### src/hdl/ups_pkg.sv
`timescale 1ns / 1ps
// ----------------------------------------------------------------------------
// UDP port steering package
// Shared constants, codes and the structs passed between the parser, the
// decision logic and the top level.
// ----------------------------------------------------------------------------
package ups_pkg;

	localparam int QUEUES_DEFAULT = 16;
	localparam int MASK_MAX       = 16;

	localparam int BYTE_W  = 8;
	localparam int QUEUE_W = 4;
	localparam int PORT_W  = 16;
	localparam int OFF_W   = 7;
	localparam int LEN_W   = OFF_W + 1;

	localparam logic [15:0] ETH_VLAN  = 16'h8100;
	localparam logic [15:0] ETH_IPV4  = 16'h0800;
	localparam logic [15:0] ETH_IPV6  = 16'h86DD;
	localparam logic [7:0]  PROTO_UDP = 8'd17;

	localparam logic [OFF_W-1:0] OFF_MAX      = 7'd127;
	localparam logic [OFF_W-1:0] OFF_TYPE_HI  = 7'd12;
	localparam logic [OFF_W-1:0] OFF_TYPE_LO  = 7'd13;
	localparam logic [OFF_W-1:0] OFF_INNER_HI = 7'd16;
	localparam logic [OFF_W-1:0] OFF_INNER_LO = 7'd17;
	localparam logic [OFF_W-1:0] OFF_L3_MIN   = 7'd20;
	localparam logic [OFF_W-1:0] L3_PLAIN     = 7'd14;
	localparam logic [OFF_W-1:0] L3_TAGGED    = 7'd18;
	localparam logic [OFF_W-1:0] IPV4_HDR     = 7'd20;
	localparam logic [OFF_W-1:0] IPV6_HDR     = 7'd40;
	localparam logic [OFF_W-1:0] IPV4_PROTO   = 7'd9;
	localparam logic [OFF_W-1:0] IPV6_NEXT    = 7'd6;
	localparam logic [OFF_W-1:0] UDP_DPORT_HI = 7'd2;
	localparam logic [OFF_W-1:0] UDP_DPORT_LO = 7'd3;
	localparam logic [LEN_W-1:0] UDP_HDR      = 8'd8;

	// configuration register indexes
	localparam int CFG_IDX_W = 1;
	localparam logic [CFG_IDX_W-1:0] REG_MATCH_PORT = 1'b0;
	localparam logic [CFG_IDX_W-1:0] REG_QUEUE_MASK = 1'b1;

	typedef enum logic [1:0] {
		VERDICT_PASS     = 2'd0,
		VERDICT_REDIRECT = 2'd1,
		VERDICT_DROP     = 2'd2
	} verdict_t;

	typedef struct packed {
		logic [15:0]       ether_kind;
		logic              has_vlan;
		logic [7:0]        l4_proto;
		logic [PORT_W-1:0] captured_port;
	} frame_state_t;

	// frame state as seen after the current byte has been captured
	typedef struct packed {
		logic [OFF_W-1:0] offset;
		frame_state_t     fields;
	} frame_view_t;

endpackage

### src/hdl/ups_byte_if.sv
`timescale 1ns / 1ps
// ----------------------------------------------------------------------------
// Frame byte channel
// Valid/ready channel carrying one frame byte with its end mark and queue.
// ----------------------------------------------------------------------------
interface ups_byte_if;
	logic       valid;
	logic       ready;
	logic [7:0] frame_byte;
	logic       last_byte;
	logic [3:0] queue_index;

	modport source (output valid, frame_byte, last_byte, queue_index, input ready);
	modport sink   (input valid, frame_byte, last_byte, queue_index, output ready);
endinterface

### src/hdl/ups_verdict_if.sv
`timescale 1ns / 1ps
// ----------------------------------------------------------------------------
// Verdict channel
// Valid/ready channel carrying one steering verdict per frame.
// ----------------------------------------------------------------------------
interface ups_verdict_if;
	logic       valid;
	logic       ready;
	logic [1:0] verdict;
	logic [3:0] target_queue;

	modport source (output valid, verdict, target_queue, input ready);
	modport sink   (input valid, verdict, target_queue, output ready);
endinterface

### src/hdl/ups_cfg_if.sv
`timescale 1ns / 1ps
// ----------------------------------------------------------------------------
// Configuration write channel
// Valid/ready write channel carrying a register index and write data.
// ----------------------------------------------------------------------------
interface ups_cfg_if;
	logic        valid;
	logic        ready;
	logic        index;
	logic [15:0] data;

	modport source (output valid, index, data, input ready);
	modport sink   (input valid, index, data, output ready);
endinterface

### src/hdl/udp_port_frame_steering_top.sv
`timescale 1ns / 1ps
// ----------------------------------------------------------------------------
// UDP port frame steering
// Parses Ethernet/802.1Q/IPv4/IPv6 headers byte by byte and gives one
// pass, redirect or drop verdict per frame on its final byte.
// ----------------------------------------------------------------------------
//  channel   dir  payload                                  transfer when
//  in_ch     in   frame_byte, last_byte, queue_index       valid && ready
//  out_ch    out  verdict, target_queue                    valid && ready
//  cfg       in   index (0 match port, 1 queue mask), data valid && ready
//
//  One byte per cycle while no final byte waits on a stalled verdict; a
//  verdict is valid the cycle after its final byte leaves the input register.
//  The path runs through the input register and the verdict register; the
//  header parse between them is a handful of offset compares.
//  Reset clears all frame state, input valid and the verdict register to zero.
//  A stalled verdict holds the input register only when it too carries a
//  final byte; other bytes keep flowing. cfg is always ready.
// ----------------------------------------------------------------------------
module udp_port_frame_steering_top
	import ups_pkg::*;
#(
	parameter int QUEUES = QUEUES_DEFAULT
) (
	input  logic   clk,
	input  logic   arst_n,
	ups_byte_if.sink      in_ch,
	ups_verdict_if.source out_ch,
	ups_cfg_if.sink       cfg
);

	localparam int MASK_W = (QUEUES < MASK_MAX) ? QUEUES : MASK_MAX;

	logic               valid_s1;
	logic [BYTE_W-1:0]  byte_s1;
	logic               last_s1;
	logic [QUEUE_W-1:0] queue_s1;
	logic               advance_s1;

	logic [PORT_W-1:0]  match_port_q;
	logic [MASK_W-1:0]  queue_mask_q;

	logic               out_valid_q;
	verdict_t           verdict_q;
	logic [QUEUE_W-1:0] target_queue_q;

	frame_view_t        view;
	verdict_t           verdict_d;
	logic [QUEUE_W-1:0] target_queue_d;

	// only a final byte needs room in the verdict register
	assign advance_s1 = valid_s1 && (!last_s1 || !out_valid_q || out_ch.ready);
	assign in_ch.ready = !valid_s1 || advance_s1;
	assign cfg.ready = 1'b1;

	always_ff @(posedge clk or negedge arst_n) begin
		if (!arst_n) begin
			valid_s1 <= 1'b0;
		end else if (in_ch.ready) begin
			valid_s1 <= in_ch.valid;
		end
	end

	always_ff @(posedge clk) begin
		if (in_ch.ready && in_ch.valid) begin
			byte_s1  <= in_ch.frame_byte;
			last_s1  <= in_ch.last_byte;
			queue_s1 <= in_ch.queue_index;
		end
	end

	always_ff @(posedge clk or negedge arst_n) begin
		if (!arst_n) begin
			match_port_q <= '0;
			queue_mask_q <= '0;
		end else if (cfg.valid) begin
			case (cfg.index)
				REG_MATCH_PORT: match_port_q <= cfg.data;
				REG_QUEUE_MASK: queue_mask_q <= cfg.data[MASK_W-1:0];
				default: ;
			endcase
		end
	end

	ups_parser u_parser (
		.clk        (clk),
		.arst_n     (arst_n),
		.advance    (advance_s1),
		.frame_byte (byte_s1),
		.last_byte  (last_s1),
		.view       (view)
	);

	ups_decide #(
		.QUEUES (QUEUES)
	) u_decide (
		.view         (view),
		.queue_index  (queue_s1),
		.match_port   (match_port_q),
		.queue_mask   (queue_mask_q),
		.verdict      (verdict_d),
		.target_queue (target_queue_d)
	);

	always_ff @(posedge clk or negedge arst_n) begin
		if (!arst_n) begin
			out_valid_q    <= 1'b0;
			verdict_q      <= VERDICT_PASS;
			target_queue_q <= '0;
		end else if (advance_s1 && last_s1) begin
			out_valid_q    <= 1'b1;
			verdict_q      <= verdict_d;
			target_queue_q <= target_queue_d;
		end else if (out_ch.ready) begin
			out_valid_q <= 1'b0;
		end
	end

	assign out_ch.valid        = out_valid_q;
	assign out_ch.verdict      = verdict_q;
	assign out_ch.target_queue = target_queue_q;

	a_queue_only_on_redirect: assert property (@(posedge clk) disable iff (!arst_n)
		out_valid_q && verdict_q != VERDICT_REDIRECT |-> target_queue_q == '0)
		else $error("target queue set on a verdict other than redirect");

	a_verdict_after_final_byte: assert property (@(posedge clk) disable iff (!arst_n)
		$rose(out_valid_q) |-> $past(advance_s1 && last_s1))
		else $error("verdict raised without a final byte");

	a_final_byte_waits: assert property (@(posedge clk) disable iff (!arst_n)
		valid_s1 && last_s1 && out_valid_q && !out_ch.ready |=> valid_s1 && last_s1)
		else $error("final byte lost while the verdict register was full");

endmodule

### src/hdl/ups_parser.sv
`timescale 1ns / 1ps
// ----------------------------------------------------------------------------
// Frame header parser
// Holds the per-frame offset and header fields, captures the current byte
// and presents the updated view to the decision logic.
// ----------------------------------------------------------------------------
module ups_parser
	import ups_pkg::*;
(
	input  logic              clk,
	input  logic              arst_n,
	input  logic              advance,
	input  logic [BYTE_W-1:0] frame_byte,
	input  logic              last_byte,
	output frame_view_t       view
);

	logic [OFF_W-1:0] offset_q;
	frame_state_t     state_q;
	frame_state_t     state_d;
	logic             is_ipv4;
	logic             is_ipv6;
	logic [OFF_W-1:0] l3_start;
	logic [OFF_W-1:0] l4_start;

	assign is_ipv4  = (state_q.ether_kind == ETH_IPV4);
	assign is_ipv6  = (state_q.ether_kind == ETH_IPV6);
	assign l3_start = state_q.has_vlan ? L3_TAGGED : L3_PLAIN;
	assign l4_start = l3_start + (is_ipv4 ? IPV4_HDR : IPV6_HDR);

	always_comb begin
		state_d = state_q;
		if (offset_q == OFF_TYPE_HI) begin
			state_d.ether_kind[15:8] = frame_byte;
		end else if (offset_q == OFF_TYPE_LO) begin
			state_d.ether_kind[7:0] = frame_byte;
			state_d.has_vlan = ({state_q.ether_kind[15:8], frame_byte} == ETH_VLAN);
		end else if (state_q.has_vlan && offset_q == OFF_INNER_HI) begin
			state_d.ether_kind[15:8] = frame_byte;
		end else if (state_q.has_vlan && offset_q == OFF_INNER_LO) begin
			state_d.ether_kind[7:0] = frame_byte;
		end else if (offset_q >= OFF_L3_MIN && (is_ipv4 || is_ipv6)) begin
			if (is_ipv4 && offset_q == l3_start + IPV4_PROTO) begin
				state_d.l4_proto = frame_byte;
			end else if (is_ipv6 && offset_q == l3_start + IPV6_NEXT) begin
				state_d.l4_proto = frame_byte;
			end else if (offset_q == l4_start + UDP_DPORT_HI) begin
				state_d.captured_port[15:8] = frame_byte;
			end else if (offset_q == l4_start + UDP_DPORT_LO) begin
				state_d.captured_port[7:0] = frame_byte;
			end
		end
	end

	assign view.offset = offset_q;
	assign view.fields = state_d;

	// clear everything at the end of a frame, saturate the offset otherwise
	always_ff @(posedge clk or negedge arst_n) begin
		if (!arst_n) begin
			offset_q <= '0;
			state_q  <= '0;
		end else if (advance) begin
			if (last_byte) begin
				offset_q <= '0;
				state_q  <= '0;
			end else begin
				state_q <= state_d;
				if (offset_q < OFF_MAX) begin
					offset_q <= offset_q + 7'd1;
				end
			end
		end
	end

endmodule

### src/hdl/ups_decide.sv
`timescale 1ns / 1ps
// ----------------------------------------------------------------------------
// Steering decision
// Works out pass, redirect or drop from the parsed view of the final byte.
// ----------------------------------------------------------------------------
module ups_decide
	import ups_pkg::*;
#(
	parameter int QUEUES = QUEUES_DEFAULT,
	localparam int MASK_W = (QUEUES < MASK_MAX) ? QUEUES : MASK_MAX
) (
	input  frame_view_t        view,
	input  logic [QUEUE_W-1:0] queue_index,
	input  logic [PORT_W-1:0]  match_port,
	input  logic [MASK_W-1:0]  queue_mask,
	output verdict_t           verdict,
	output logic [QUEUE_W-1:0] target_queue
);

	logic [MASK_MAX-1:0] enable_vec;
	logic [LEN_W-1:0]    frame_len;
	logic [LEN_W-1:0]    l4_start;
	logic                is_ipv4;
	logic                is_ip;

	// queues at or above the configured count read as disabled
	for (genvar i = 0; i < MASK_MAX; i++) begin : g_enable
		if (i < MASK_W) begin : g_on
			assign enable_vec[i] = queue_mask[i];
		end else begin : g_off
			assign enable_vec[i] = 1'b0;
		end
	end

	assign frame_len = {1'b0, view.offset} + 8'd1;
	assign is_ipv4   = (view.fields.ether_kind == ETH_IPV4);
	assign is_ip     = is_ipv4 || (view.fields.ether_kind == ETH_IPV6);
	assign l4_start  = {1'b0, view.fields.has_vlan ? L3_TAGGED : L3_PLAIN}
			+ {1'b0, is_ipv4 ? IPV4_HDR : IPV6_HDR};

	always_comb begin
		verdict = VERDICT_PASS;
		if (!enable_vec[queue_index]) begin
			verdict = VERDICT_PASS;
		end else if (frame_len < {1'b0, L3_PLAIN}) begin
			verdict = VERDICT_PASS;
		end else if (view.fields.has_vlan && frame_len < {1'b0, L3_TAGGED}) begin
			verdict = VERDICT_PASS;
		end else if (!is_ip || frame_len < l4_start) begin
			verdict = VERDICT_PASS;
		end else if (view.fields.l4_proto != PROTO_UDP) begin
			verdict = VERDICT_PASS;
		end else if (frame_len < l4_start + UDP_HDR) begin
			verdict = VERDICT_DROP;
		end else if (view.fields.captured_port == match_port) begin
			verdict = VERDICT_REDIRECT;
		end
	end

	assign target_queue = (verdict == VERDICT_REDIRECT) ? queue_index : '0;

endmodule
### src/flat_wrapper.sv
// flat-port wrapper written by rule: the top's interface ports become plain ports
module udp_port_frame_steering_top_flat import ups_pkg::*;
#(
	parameter int QUEUES = QUEUES_DEFAULT
)
  (clk, arst_n, in_ch_valid, in_ch_frame_byte, in_ch_last_byte, in_ch_queue_index, in_ch_ready, out_ch_valid, out_ch_verdict, out_ch_target_queue, out_ch_ready, cfg_valid, cfg_index, cfg_data, cfg_ready);
  ups_byte_if in_ch_i ();
  ups_verdict_if out_ch_i ();
  ups_cfg_if cfg_i ();
  input  logic clk;
  input  logic arst_n;
  input wire logic [$bits(in_ch_i.valid)-1:0] in_ch_valid;
  input wire logic [$bits(in_ch_i.frame_byte)-1:0] in_ch_frame_byte;
  input wire logic [$bits(in_ch_i.last_byte)-1:0] in_ch_last_byte;
  input wire logic [$bits(in_ch_i.queue_index)-1:0] in_ch_queue_index;
  output wire logic [$bits(in_ch_i.ready)-1:0] in_ch_ready;
  output wire logic [$bits(out_ch_i.valid)-1:0] out_ch_valid;
  output wire logic [$bits(out_ch_i.verdict)-1:0] out_ch_verdict;
  output wire logic [$bits(out_ch_i.target_queue)-1:0] out_ch_target_queue;
  input wire logic [$bits(out_ch_i.ready)-1:0] out_ch_ready;
  input wire logic [$bits(cfg_i.valid)-1:0] cfg_valid;
  input wire logic [$bits(cfg_i.index)-1:0] cfg_index;
  input wire logic [$bits(cfg_i.data)-1:0] cfg_data;
  output wire logic [$bits(cfg_i.ready)-1:0] cfg_ready;
  assign in_ch_i.valid = in_ch_valid;
  assign in_ch_i.frame_byte = in_ch_frame_byte;
  assign in_ch_i.last_byte = in_ch_last_byte;
  assign in_ch_i.queue_index = in_ch_queue_index;
  assign in_ch_ready = in_ch_i.ready;
  assign out_ch_valid = out_ch_i.valid;
  assign out_ch_verdict = out_ch_i.verdict;
  assign out_ch_target_queue = out_ch_i.target_queue;
  assign out_ch_i.ready = out_ch_ready;
  assign cfg_i.valid = cfg_valid;
  assign cfg_i.index = cfg_index;
  assign cfg_i.data = cfg_data;
  assign cfg_ready = cfg_i.ready;
  udp_port_frame_steering_top #(.QUEUES(QUEUES)) u_core (.clk(clk), .arst_n(arst_n), .in_ch(in_ch_i), .out_ch(out_ch_i), .cfg(cfg_i));
endmodule
### config.mk
export PLATFORM = sky130hd
export DESIGN_NAME = udp_port_frame_steering_top_flat
export DESIGN_NICKNAME = d
export VERILOG_FILES = /design/src/hdl/ups_pkg.sv /design/src/hdl/ups_byte_if.sv /design/src/hdl/ups_verdict_if.sv /design/src/hdl/ups_cfg_if.sv /design/src/hdl/udp_port_frame_steering_top.sv /design/src/hdl/ups_parser.sv /design/src/hdl/ups_decide.sv /design/src/flat_wrapper.sv
export SDC_FILE = /design/constraint.sdc
export NUM_CORES = 1
export LEC_CHECK = 0
export ABC_AREA = 1
export BUFFER_PORTS_ARGS = -buffer_cell sky130_fd_sc_hd__buf_2
export CAP_MARGIN = 30
export CORE_ASPECT_RATIO = 0.75
export CORE_MARGIN = 8
export CORE_UTILIZATION = 45
export DETAILED_ROUTE_END_ITERATION = 12
export PLACE_DENSITY = 0.74
export SLEW_MARGIN = 20
export SYNTH_ARGS = -nofsm -noshare
export SYNTH_HDL_FRONTEND = slang
export SYNTH_SLANG_ARGS = --single-unit
### constraint.sdc
create_clock -name clk -period 7.4 [get_ports clk]
set_input_delay 0.74 -clock clk [delete_from_list [all_inputs] [get_ports clk]]
set_output_delay 0.74 -clock clk [all_outputs]
set_load 0.01 [all_outputs]
==> parameters.txt, run 1 <==
Parameter                              Value

Outcome
  Status ... complete, no violations

Drt
  Sum of met2 wire segment lengths after detailed routing ... approximately 6500 um
  Iteration count of the initial detailed-routing pass ... 5
  Routed length on met1 ... 7750 um
  Total number of vias ... around 5.5k
  Drt drc ... 0
  Wire length reported by the detailed router ... ~16000 um
  Number of routed nets with antenna violations ... 0
  Violation count after the first detailed-routing iteration ... between 500 and 600
  Number of vias per cell ... ~5.2
  WL met3 ... between 1000 and 1500 um
  Average routed wire per standard cell ... about 15 um
  Uppermost signal routing layer after detailed routing ... met4

Yosys
  Synth warn ... 0
  Biggest area contributors in the synthesized netlist ... sky130_fd_sc_hd__dfrtp_1 (36%), sky130_fd_sc_hd__nand2_1 (14%), sky130_fd_sc_hd__inv_1 (6.6%)
  Basic-gate share of the synthesized area counting and, or, nand and nor cells ... 29.4%
  Synthesized-area fraction occupied by ao, oa, aoi and oai cells ... roughly 13%
  Post-synth EDFFs ... 13
  Register bit count reported by yosys ... ~100
  Synth Cell Area ... about 6200 sq um
  Net count of the mapped netlist ... between 800 and 900
  Combinational family with the most area after synthesis ... simple AND/OR/NAND/NOR gates
  Share of synthesized flip-flops with an asynchronous set or reset ... 87.1%
  Post-synthesis adder-cell area fraction ... between 5 and 6%
  Fraction of synthesized area in multiplexers ... less than 1%
  Library cell with the highest instance count after synthesis ... sky130_fd_sc_hd__nand2_1
  Sequential fraction of the synthesis area ... between 40% and 50%
  Top cell type by total area after synthesis ... sky130_fd_sc_hd__dfrtp_1
  Main flop type after synthesis ... sky130_fd_sc_hd__dfrtp_1
  Post-synth cell types ... 39
  Xor-xnor portion of the synthesized cell area ... ~1.1%
  Most numerous cell types in the synthesized netlist ... sky130_fd_sc_hd__nand2_1 (238), sky130_fd_sc_hd__inv_1 (109), sky130_fd_sc_hd__dfrtp_1 (88)
  Average footprint of a synthesized cell ... 7.43 sq um
  Portion of synthesized cell area occupied by the leading cell type ... between 30% and 40%
  Number of instances in the synthesized netlist ... roughly 830

Timing
  Final Critical Period ... roughly 4.3 ns
  Worst slack on hold paths ... 0.289 ns
  Period Utilization, post-route ... just under 60%
  Worst-case headroom to the max-slew limit ... 43.9%
  Slew Limit Fails ... 0
  Setup TNS ... 0 ns
  Fmax ... ~230 MHz
  Final setup fails ... 0
  Transition time of the tightest slew-check pin ... between 0.8 and 0.9 ns
  Number of hold-slack violations in the final timing report ... 0
  Post-route setup slack ... a little over 3 ns
  Worst setup skew after layout ... 0.00889 ns
  Setup repair after global routing missed its margin ... false

Clocking
  Number of buffers created by CTS ... 9
  Number of hold buffers added after CTS ... 0
  Clock insertion delay at the later pin of the skew report ... 0.35 ns
  Resize count post-CTS ... 0
  Setup Fix Bufs, Post-CTS ... 0
  Clock sink count ... 101
  Clock transition at the registers of the reported paths ... around 0.070 ns
  Total number of H-tree levels ... 3
  Buffer cell driving the clock tree root ... sky130_fd_sc_hd__clkbuf_16
  CTS tree ... done
  Maximum count of clock buffers along a single path ... 2

Die
  Area enclosed by the die boundary ... approximately 18000 sq um
  DIE WIDTH ... 152 um
  Initial Util ... 45.5%
  Core area ... 13600 sq um
  IO Count ... 44
  Placement row count ... 37
  Die height ... roughly 120 um

Cells and area
  ANT cells ... 0
  Layout cell share with drive strength beyond 1 ... a little under an eighth
  Filler cells ... 1358
  Multi-input gate area ... between 3000 and 4000 sq um
  FF/Latch Area ... between 2000 and 3000 sq um
  Layout-stage area growth over the synthesis result ... 10.7%
  Layout Utilization ... between 50% and 60%
  Nets@finish ... between 900 and 1k

Global routing
  Number of global-route vias before repair ... between 5k and 6k
  Largest net degree at the start of global routing ... 65
  Number of antenna violations at the first check in global routing ... 0
  Sum of overflow across all layers after global routing ... 0
  Overall track demand over capacity in global routing ... a little under a fifth
  Global-route wire length before repair ... between 20000 and 30000 um

Setup path
  WP data arrival ... around 4.6 ns
  Cell with the biggest individual delay on the critical path ... sky130_fd_sc_hd__dfrtp_1
  Critical Path End Type ... flip-flop
  Max incr delay on CP ... ~0.40 ns
  Crit path cell chain ... inv_1, ha_1, nand3_1, nor2_4, nor2_8, nand2_2, o21ai_1, nand4_1, nor2_1, inv_1, ha_1, ha_1, a21oi_1, o21bai_1, a21oi_1, nor2_1, o21ai_0, nand2_1, nand2_1, nor2_1, nor2_1, nand4_1, nand2_1
  Required time at the worst-slack endpoint ... approximately 7.7 ns
  Kind of critical path ... reg2reg
  Type of element launching the critical path ... flip-flop
  Critical path buffers and inverters ... 2
  Cell seen most often among critical-path stages ... sky130_fd_sc_hd__nor2_1
  Largest fanout on the critical path ... 28
  Cell family contributing the most delay on the critical path ... simple AND/OR/NAND/NOR gates

Hold path
  Class of the most critical hold timing path ... in2async

Placement
  Final weighted congestion in routability-driven placement ... about 0.90
  Placement-stage worst setup slack ... 3.22 ns
  Input/output buffers ... 42
  Half-perimeter wire length after placement ... roughly 12000 um

Power
  Reported leakage power ... ~3.6 nW
  Power per cell area ... 181 nW/um^2
  Worst vdd rail ir drop ... 0.106 mV

Job
  Max Cap Viol ... 0
cells in the final DEF (no fill, tap or decap), types with 2 or more instances in the layout:
| cell type | netlist | layout |
|---|---|---|
| sky130_fd_sc_hd__nor2_2 | 8 | 8 |
| sky130_fd_sc_hd__nand2_2 | 6 | 6 |
| sky130_fd_sc_hd__o22ai_1 | 24 | 24 |
| sky130_fd_sc_hd__buf_2 | 2 | 41 |
| sky130_fd_sc_hd__edfxtp_1 | 13 | 13 |
| sky130_fd_sc_hd__nand3_2 | 4 | 4 |
| sky130_fd_sc_hd__o21ai_0 | 66 | 66 |
| sky130_fd_sc_hd__clkinv_1 | 3 | 4 |
| sky130_fd_sc_hd__dfrtp_1 | 88 | 88 |
| sky130_fd_sc_hd__xnor2_1 | 3 | 3 |
| sky130_fd_sc_hd__nor2_8 | 2 | 2 |
| sky130_fd_sc_hd__inv_6 | 0 | 3 |
| sky130_fd_sc_hd__inv_2 | 10 | 10 |
| sky130_fd_sc_hd__nor2_4 | 4 | 4 |
| sky130_fd_sc_hd__nand2_1 | 238 | 238 |
| sky130_fd_sc_hd__nor2_1 | 79 | 79 |
| sky130_fd_sc_hd__nand3b_1 | 5 | 5 |
| sky130_fd_sc_hd__nand3_1 | 50 | 50 |
| sky130_fd_sc_hd__a22o_1 | 17 | 17 |
| sky130_fd_sc_hd__ha_1 | 25 | 25 |
| sky130_fd_sc_hd__a21oi_1 | 15 | 15 |
| sky130_fd_sc_hd__o21ai_1 | 9 | 9 |
| sky130_fd_sc_hd__nand4_1 | 16 | 16 |
| sky130_fd_sc_hd__buf_4 | 2 | 3 |
| sky130_fd_sc_hd__nor3_1 | 4 | 4 |
| sky130_fd_sc_hd__xor2_1 | 5 | 5 |
| sky130_fd_sc_hd__inv_1 | 109 | 109 |
| sky130_fd_sc_hd__clkbuf_16 | 0 | 10 |
sequential cells by signal (all words and copies together) (netlist names), 2 cells and up:
register	count
u_core.u_parser.state_q	41
u_core.out_ch.verdict	2
u_core.out_ch.target_queue	4
u_core.queue_mask_q	16
u_core.queue_s1	4
u_core.u_parser.offset_q	7
u_core.match_port_q	16
u_core.byte_s1	8
kinds of logic (layout without fill, tap and decap cells):
family                   count (synthesis)  in the layout
flip-flops                             101            101
AO/OA/AOI/OAI                          137            137
AND/OR/NAND/NOR                        417            417
buffers and inverters                  143            184
XOR/XNOR                                 8              8
other                                    1              1
multiplexers                             2              2
adder cells (fa/ha/maj)                 25             25
layer usage:
metal  global-route usage, %  vias up
li1                        -     2767
met1                    27.1     2461
met2                    27.4      206
met3                    3.76       24
met4                    5.19        0
met5                       0        -
power breakdown:
group	internal, W	switching [W]	total, W
Clock	0.000253	0.000228	0.000482
Combinational	0.0000470	0.0000931	0.000140
Sequential	0.000594	0.0000292	0.000624
worst register-to-register path, stage by stage (launching register included):
cell and delay [ns]:
sky130_fd_sc_hd__dfrtp_1 0.40, sky130_fd_sc_hd__inv_1 0.09, sky130_fd_sc_hd__ha_1 0.24, sky130_fd_sc_hd__nand3_1 0.18
sky130_fd_sc_hd__nor2_4 0.06, sky130_fd_sc_hd__nor2_8 0.29, sky130_fd_sc_hd__nand2_2 0.23, sky130_fd_sc_hd__o21ai_1 0.29
sky130_fd_sc_hd__nand4_1 0.13, sky130_fd_sc_hd__nor2_1 0.32, sky130_fd_sc_hd__inv_1 0.14, sky130_fd_sc_hd__ha_1 0.33
sky130_fd_sc_hd__ha_1 0.29, sky130_fd_sc_hd__a21oi_1 0.19, sky130_fd_sc_hd__o21bai_1 0.08, sky130_fd_sc_hd__a21oi_1 0.13
sky130_fd_sc_hd__nor2_1 0.05, sky130_fd_sc_hd__o21ai_0 0.14, sky130_fd_sc_hd__nand2_1 0.07, sky130_fd_sc_hd__nand2_1 0.09
sky130_fd_sc_hd__nor2_1 0.07, sky130_fd_sc_hd__nor2_1 0.19, sky130_fd_sc_hd__nand4_1 0.13, sky130_fd_sc_hd__nand2_1 0.09
path summary, 6_finish.rpt:
check / startpoint / end / slack [ns] / depth (start not counted)
worst max-delay path: u_core.u_parser.offset_q[0] / u_core.out_ch.target_queue[0] / 3.12 / 23
worst min-delay path: arst_n / u_core.u_parser.state_q[30] / 0.29 / 1
worst max register to register: u_core.u_parser.offset_q[0] / u_core.out_ch.target_queue[0] / 3.12 / 23
worst min register to register: u_core.queue_mask_q[13] / u_core.queue_mask_q[13] / 0.49 / 2
max in group asynchronous: arst_n / u_core.u_parser.state_q[0] / 5.98 / 2
min in group clk: u_core.queue_mask_q[13] / u_core.queue_mask_q[13] / 0.49 / 2
area by class of cell:
class | instances | area share [%]
Timing Repair Buffer | 46 | 3.70
Sequential cell | 101 | 37.8
Clock inverter | 6 | 0.675
Clock buffer | 10 | 3.65
Inverter | 122 | 6.67
Tap cell | 175 | 3.19
Multi-Input combinational cell | 590 | 44.3
stage by stage:
| stage | cells | cell area (sq um) | total power, W |
|---|---|---|---|
| final | 1050 | 6860 | 0.00125 |
| after global routing | 1050 | 6860 | 0.00130 |
| after CTS | 1049 | 6850 | 0.00125 |
| after detailed placement | 1033 | 6550 | 0.000772 |
| after global placement | 1032 | 6540 | 0.000768 |
| after floorplan | 834 | 6200 | 0.000714 |
Note: power is estimated with default switching activity, not from simulation.
==> run 2, diff against run 1 <==
Settings changed: ABC_AREA 1 to 0.
Clock period 7.4 ns to 4 ns, I/O delays scaled along.
==> run 2 against run 1 <==
The flow now finishes with violations (setup timing). Largest cell class unchanged. Cell count shrank 9.1%. Cell area increased by 13%. Via count grew 5.4%.
==> parameters.txt, run 2 <==
Parameter                              Value

Placement
  Input/output buffers ... between 40 and 50
  Cell area reported after detailed placement ... 7350 sq um
  Half-perimeter wire length after placement ... 13600 um
  Final weighted congestion in routability-driven placement ... around 0.95

Power
  Reported leakage power ... ~3.5 nW
  Switching fraction of total power ... around 35%
  Switching Power ... between 0.001 and 0.0015 W
  Cell-internal power ... ~0.0022 W
  Power per cell area ... around 430 nW/um^2
  Relative contribution of the clock network to total power ... a little over a quarter
  Flop pwr share ... a little under two fifths
  Worst vdd rail ir drop ... between 0.2 and 0.3 mV
  Share of power burned in combinational logic ... a little over a third

Global routing
  Number of global-route vias before repair ... 5758
  Sum of overflow across all layers after global routing ... 0
  Number of antenna violations at the first check in global routing ... 0
  Global-route wire length before repair ... 29800 um
  Overall track demand over capacity in global routing ... between 20% and 30%
  Largest net degree at the start of global routing ... 53

Timing
  Number of hold-slack violations in the final timing report ... 0
  Final setup fails ... 5
  Setup TNS ... -2.89 ns
  Post-route setup slack ... -0.599 ns
  Fmax ... roughly 220 MHz
  Period Utilization, post-route ... 115%
  Final Critical Period ... about 4.6 ns
  Worst-case headroom to the max-slew limit ... about 33%
  Setup repair after global routing missed its margin ... true
  Transition time of the tightest slew-check pin ... approximately 1 ns
  Slew Limit Fails ... 0
  Worst setup skew after layout ... approximately 0.008 ns

Yosys
  Average footprint of a synthesized cell ... between 9 and 10 sq um
  Most numerous cell types in the synthesized netlist ... sky130_fd_sc_hd__dfrtp_1 (88), sky130_fd_sc_hd__nand2_1 (69), sky130_fd_sc_hd__o21ai_0 (57)
  Biggest area contributors in the synthesized netlist ... sky130_fd_sc_hd__dfrtp_1 (35%), sky130_fd_sc_hd__edfxtp_1 (6.2%), sky130_fd_sc_hd__mux2_2 (5.2%)
  Register bit count reported by yosys ... a little over 100
  Main flop type after synthesis ... sky130_fd_sc_hd__dfrtp_1
  Synth Cell Area ... 6270 sq um
  Top cell type by total area after synthesis ... sky130_fd_sc_hd__dfrtp_1
  Number of instances in the synthesized netlist ... 650
  Post-synth EDFFs ... 13
  Net count of the mapped netlist ... 710
  Synth warn ... 0
  Sequential fraction of the synthesis area ... roughly two fifths
  Share of synthesized flip-flops with an asynchronous set or reset ... 87.1%
  Post-synth cell types ... 85
  Portion of synthesized cell area occupied by the leading cell type ... roughly a third
  Library cell with the highest instance count after synthesis ... sky130_fd_sc_hd__dfrtp_1

Cells and area
  Layout-stage area growth over the synthesis result ... 23.5%
  Nets@finish ... about 830
  Top register by number of flip-flops ... u_core.u_parser.state_q
  Largest registers ranked by flip-flop count ... u_core.u_parser.state_q: 41 flops, u_core.match_port_q: 16 flops, u_core.queue_mask_q: 16 flops
  Leading cell types in the layout, fill and taps excluded ... sky130_fd_sc_hd__buf_4 (111), sky130_fd_sc_hd__dfrtp_1 (88), sky130_fd_sc_hd__nand2_1 (68)
  Layout Utilization ... between 50% and 60%
  Layout cell share with drive strength beyond 1 ... 31.7%
  ANT cells ... 0
  Final standard cell area without fillers ... between 7000 and 8000 sq um
  Largest register FFs ... between 40 and 50
  Leading cell type in the layout, fill and taps excluded ... sky130_fd_sc_hd__buf_4

Drt
  Wire length reported by the detailed router ... roughly 18000 um
  Number of routed nets with antenna violations ... 0
  Number of vias per cell ... 6.03
  Average routed wire per standard cell ... between 15 and 20 um
  Drt drc ... 0
  Violation count after the first detailed-routing iteration ... 770
  Total number of vias ... approximately 5.8k
  Iteration count of the initial detailed-routing pass ... 5

Outcome
  Violations in the final reports ... setup timing
  Status ... finished, violations left

Setup path
  WP data arrival ... about 5 ns
  Type of element launching the critical path ... flip-flop
  Largest fanout on the critical path ... 6
  Required time at the worst-slack endpoint ... between 4 and 5 ns
  Critical Path End Type ... flip-flop
  Kind of critical path ... reg2reg

Die
  Placement row count ... 37
  Area enclosed by the die boundary ... approximately 18000 sq um
  DIE WIDTH ... about 150 um
  Die height ... between 100 and 150 um
  Initial Util ... a little under half
  Core area ... 13700 sq um
  IO Count ... 44

Clocking
  CTS tree ... done
  Total number of H-tree levels ... 3
  Clock sink count ... roughly 100
  Buffer cell driving the clock tree root ... sky130_fd_sc_hd__clkbuf_16
  Clock insertion delay at the later pin of the skew report ... roughly 0.35 ns
  Number of buffers created by CTS ... 9
  Clock transition at the registers of the reported paths ... about 0.08 ns
  Maximum count of clock buffers along a single path ... 2
  Number of hold buffers added after CTS ... 0

Hold path
  Class of the most critical hold timing path ... in2async

Job
  Max Cap Viol ... 0
-- run 2: cell type report --
class	count	area, sq um
Timing Repair Buffer	152	1040
Clock buffer	9	225
Clock inverter	7	76.3
Sequential cell	101	2590
Fill cell	1138	5920
Multi-Input combinational cell	472	3450
Tap cell	175	219
Inverter	38	143
-- run 2: power groups by stage --
| stage | clock network (W) | logic [W] | registers [W] |
|---|---|---|---|
| floorplan | 0 | 0.000662 | 0.00125 |
| global placement | 0 | 0.00110 | 0.00125 |
| detailed placement | 0 | 0.00115 | 0.00127 |
| CTS | 0.000891 | 0.00117 | 0.00125 |
| global route | 0.000938 | 0.00131 | 0.00127 |
| finish | 0.000884 | 0.00121 | 0.00125 |
-- run 2: path summary, 6_finish.rpt --
path | slack, ns | startpoint | cells after the start | to
worst max register to register | -0.60 | u_core.byte_s1[0] | 18 | u_core.out_ch.target_queue[3]
worst min-delay path | 0.08 | arst_n | 1 | u_core.u_parser.state_q[25]
max in group asynchronous | 2.97 | arst_n | 2 | u_core.match_port_q[8]
min in group clk | 0.22 | in_ch_queue_index[0] | 1 | u_core.queue_s1[0]
worst min register to register | 0.50 | u_core.out_ch.verdict[0] | 1 | u_core.out_ch.verdict[0]
worst max-delay path | -0.60 | u_core.byte_s1[0] | 18 | u_core.out_ch.target_queue[3]
-- run 2: cell families (layout without fill, tap and decap cells) --
kind of cell,Yosys count,after routing,share of synthesized area (%)
AO/OA/AOI/OAI,182,182,19.5
XOR/XNOR,19,19,2.87
adder cells (fa/ha/maj),25,25,4.99
buffers and inverters,77,206,5.43
flip-flops,101,101,41.4
multiplexers,41,41,7.93
other,1,1,0.0598
AND/OR/NAND/NOR,204,204,17.8
-- run 2: repair_timing --
action | in CTS | in global routing
pin swaps | 11 | 2
endpoints found under the setup margin | 5 | 18
buffers inserted | 2 | 1
resized for setup | 2 | 15
-- run 2: stage by stage --
stage	worst slack, ns	total power, W	hold slack [ns]	cells
6_report	-0.599	0.00335	0.0810	954
5_1_grt	-0.759	0.00351	0.134	954
4_1_cts	-0.545	0.00330	0.113	953
3_5_place_dp	-0.584	0.00241	0.467	935
3_3_place_gp	-0.436	0.00236	0.455	935
2_1_floorplan	-0.370	0.00191	0.104	650
-- run 2: layer usage --
metal	GRT usage (%)	wire, um
met5	0	0
met2	32.0	8380
met3	4.77	1530
met1	27.4	8200
met4	5.29	343
-- run 2: worst max-delay path: stages, from the launching register on --
cell and delay, ns:
sky130_fd_sc_hd__edfxtp_1 0.39, sky130_fd_sc_hd__or3_4 0.41, sky130_fd_sc_hd__or4_4 0.41, sky130_fd_sc_hd__mux2_4 0.29, sky130_fd_sc_hd__nor2_4 0.12, sky130_fd_sc_hd__nand2_4 0.10
sky130_fd_sc_hd__ha_4 0.27, sky130_fd_sc_hd__ha_4 0.26, sky130_fd_sc_hd__a21o_1 0.12, sky130_fd_sc_hd__a21o_1 0.14, sky130_fd_sc_hd__a21oi_2 0.07, sky130_fd_sc_hd__o21ai_1 0.16
sky130_fd_sc_hd__o211ai_1 0.11, sky130_fd_sc_hd__or4_4 0.52, sky130_fd_sc_hd__nand4b_1 0.18, sky130_fd_sc_hd__or4_4 0.43, sky130_fd_sc_hd__nor4_4 0.21, sky130_fd_sc_hd__buf_4 0.18
sky130_fd_sc_hd__a22o_1 0.14
==> run 3, diff against run 2 <==
Settings changed: SKIP_CTS_REPAIR_TIMING set to 1.
==> run 3 against run 2 <==
The run still ends with setup timing left. Maximum frequency rose by 1.2%. Count of clock-buffer cells in the layout did not move. Flip-flop and latch count did not move. Clock skew rose by 0.0016 ns. Via count rose by 1.3%. Critical path depth rose by 1. Wire length rose by 1.0%. Cell count rose by 0.10%. Non-clock buffer count rose by 1. Worst setup slack improved by 0.055 ns. Worst hold slack barely moved. Global-route usage fell by 0.11 points. Largest power group unchanged.
==> parameters.txt, run 3 (same netlist as run 2, synthesis figures left out) <==
Parameter                              Value

Drt
  Violation count after the first detailed-routing iteration ... roughly 760
  Drt drc ... 0
  Average routed wire per standard cell ... 19.5 um
  Total number of vias ... 5824
  Number of vias per cell ... between 6 and 7
  Wire length reported by the detailed router ... ~19000 um
  Number of routed nets with antenna violations ... 0
  Iteration count of the initial detailed-routing pass ... 5

Cells and area
  Largest register FFs ... about 40
  Leading cell type in the layout, fill and taps excluded ... sky130_fd_sc_hd__buf_4
  Largest registers ranked by flip-flop count ... u_core.u_parser.state_q: 41 flops, u_core.match_port_q: 16 flops, u_core.queue_mask_q: 16 flops
  Nets@finish ... ~840
  Fin cells ... 955
  Leading cell types in the layout, fill and taps excluded ... sky130_fd_sc_hd__buf_4 (111), sky130_fd_sc_hd__dfrtp_1 (88), sky130_fd_sc_hd__nand2_1 (67)
  Layout Utilization ... between 50% and 60%
  Layout cell share with drive strength beyond 1 ... between 30% and 40%
  Layout-stage area growth over the synthesis result ... 24.3%
  ANT cells ... 0
  Top register by number of flip-flops ... u_core.u_parser.state_q

Setup path
  Largest fanout on the critical path ... 6
  Critical Path End Type ... flip-flop
  Required time at the worst-slack endpoint ... about 4.3 ns
  Kind of critical path ... reg2reg
  WP data arrival ... 4.84 ns
  Type of element launching the critical path ... flip-flop

Job
  Max Cap Viol ... 0

Clocking
  Clock insertion delay at the later pin of the skew report ... about 0.36 ns
  Number of buffers created by CTS ... 9
  Clock sink count ... around 100
  Maximum count of clock buffers along a single path ... 2
  Clock transition at the registers of the reported paths ... 0.08 ns
  Buffer cell driving the clock tree root ... sky130_fd_sc_hd__clkbuf_16
  CTS tree ... done
  Total number of H-tree levels ... 3

Timing
  Final setup fails ... 5
  Slew Limit Fails ... 0
  Post-route setup slack ... -0.544 ns
  Fmax ... about 220 MHz
  Setup repair after global routing missed its margin ... true
  Worst setup skew after layout ... between 0.009 and 0.01 ns
  Transition time of the tightest slew-check pin ... about 1.0 ns
  Setup TNS ... -2.62 ns
  Period Utilization, post-route ... 114%
  Final Critical Period ... 4.54 ns
  Number of hold-slack violations in the final timing report ... 0
  Worst-case headroom to the max-slew limit ... about a third

Placement
  Final weighted congestion in routability-driven placement ... 0.949
  Half-perimeter wire length after placement ... approximately 14000 um
  Placed cell count ... roughly 940
  Input/output buffers ... between 40 and 50

Die
  IO Count ... 44
  DIE WIDTH ... about 150 um
  Initial Util ... a little under half
  Placement row count ... 37
  Area enclosed by the die boundary ... 18000 sq um
  Die height ... approximately 120 um
  Core area ... between 10000 and 15000 sq um

Power
  Reported leakage power ... around 3.5 nW
  Cell-internal power ... between 0.002 and 0.0025 W
  Flop pwr share ... 37.4%
  Share of power burned in combinational logic ... 36.3%
  Worst vdd rail ir drop ... between 0.2 and 0.3 mV
  Power per cell area ... about 430 nW/um^2
  Relative contribution of the clock network to total power ... between 20% and 30%
  Pwr Total ... between 0.003 and 0.004 W
  Switching fraction of total power ... between 30% and 40%
  Switching Power ... approximately 0.0012 W

Outcome
  Status ... finished, violations left
  Violations in the final reports ... setup timing

Hold path
  Class of the most critical hold timing path ... in2async

Global routing
  Global-route wire length before repair ... 29600 um
  Number of global-route vias before repair ... ~5.8k
  Overall track demand over capacity in global routing ... 20.1%
  Number of antenna violations at the first check in global routing ... 0
  Sum of overflow across all layers after global routing ... 0
  Largest net degree at the start of global routing ... 53
-- run 3: cell types whose count changed in the layout (fill, tap and decap cells not counted), sizes merged --
| cell | change |
|---|---|
| buf | +1 |
-- run 3: worst paths after layout --
kind	depth (start not counted)	slack, ns	end	start
worst max-delay path	19	-0.54	u_core.out_ch.target_queue[3]	u_core.byte_s1[0]
worst min-delay path	1	0.08	u_core.u_parser.state_q[25]	arst_n
worst max register to register	19	-0.54	u_core.out_ch.target_queue[3]	u_core.byte_s1[0]
worst min register to register	1	0.50	u_core.out_ch.verdict[0]	u_core.out_ch.verdict[0]
max in group asynchronous	2	2.98	u_core.match_port_q[1]	arst_n
min in group clk	1	0.22	u_core.byte_s1[0]	in_ch_frame_byte[0]
-- run 3: final cells by class --
class	instances	area, sq um
clock buffer	9	225
clock inverter	7	76.3
fill	1125	5870
inverter	38	145
multi-input combinational	472	3480
sequential	101	2590
tap	175	219
timing repair buffer	153	1050
-- run 3: per-layer routing --
layer  routed length (um)  GRT usage (%)
met1                 8060           27.2
met2                 8570           31.7
met3                 1720           4.81
met4                  287           5.54
met5                    0              0
-- run 3: critical path: stages (launching register included) --
cell,delay (ns)
sky130_fd_sc_hd__edfxtp_1,0.40
sky130_fd_sc_hd__or3_4,0.41
sky130_fd_sc_hd__or4_4,0.41
sky130_fd_sc_hd__mux2_4,0.29
sky130_fd_sc_hd__nor2_4,0.12
sky130_fd_sc_hd__nand2_4,0.11
sky130_fd_sc_hd__inv_4,0.10
sky130_fd_sc_hd__ha_4,0.12
sky130_fd_sc_hd__nor2_1,0.05
sky130_fd_sc_hd__xor2_1,0.15
sky130_fd_sc_hd__ha_1,0.32
sky130_fd_sc_hd__nand2_2,0.07
sky130_fd_sc_hd__o21ai_2,0.14
sky130_fd_sc_hd__o211ai_1,0.11
sky130_fd_sc_hd__or4_4,0.52
sky130_fd_sc_hd__nand4b_1,0.18
sky130_fd_sc_hd__or4_4,0.43
sky130_fd_sc_hd__nor4_4,0.21
sky130_fd_sc_hd__buf_4,0.18
sky130_fd_sc_hd__a22o_1,0.14
-- run 3: through the flow --
stage          instance area [sq um]  setup slack, ns  hold slack [ns]
2_1_floorplan                   6310           -0.370            0.104
3_3_place_gp                    7350           -0.436            0.455
3_5_place_dp                    7350           -0.584            0.467
4_1_cts                         7650           -0.627            0.113
5_1_grt                         7790           -0.692            0.128
6_report                        7790           -0.544           0.0810
-- run 3: power groups by stage --
| stage | Sequential (W) | Clock (W) | Combinational (W) |
|---|---|---|---|
| floorplan | 0.00125 | 0 | 0.000662 |
| global placement | 0.00125 | 0 | 0.00110 |
| detailed placement | 0.00127 | 0 | 0.00115 |
| CTS | 0.00125 | 0.000891 | 0.00116 |
| global route | 0.00127 | 0.000938 | 0.00132 |
| finish | 0.00125 | 0.000882 | 0.00122 |
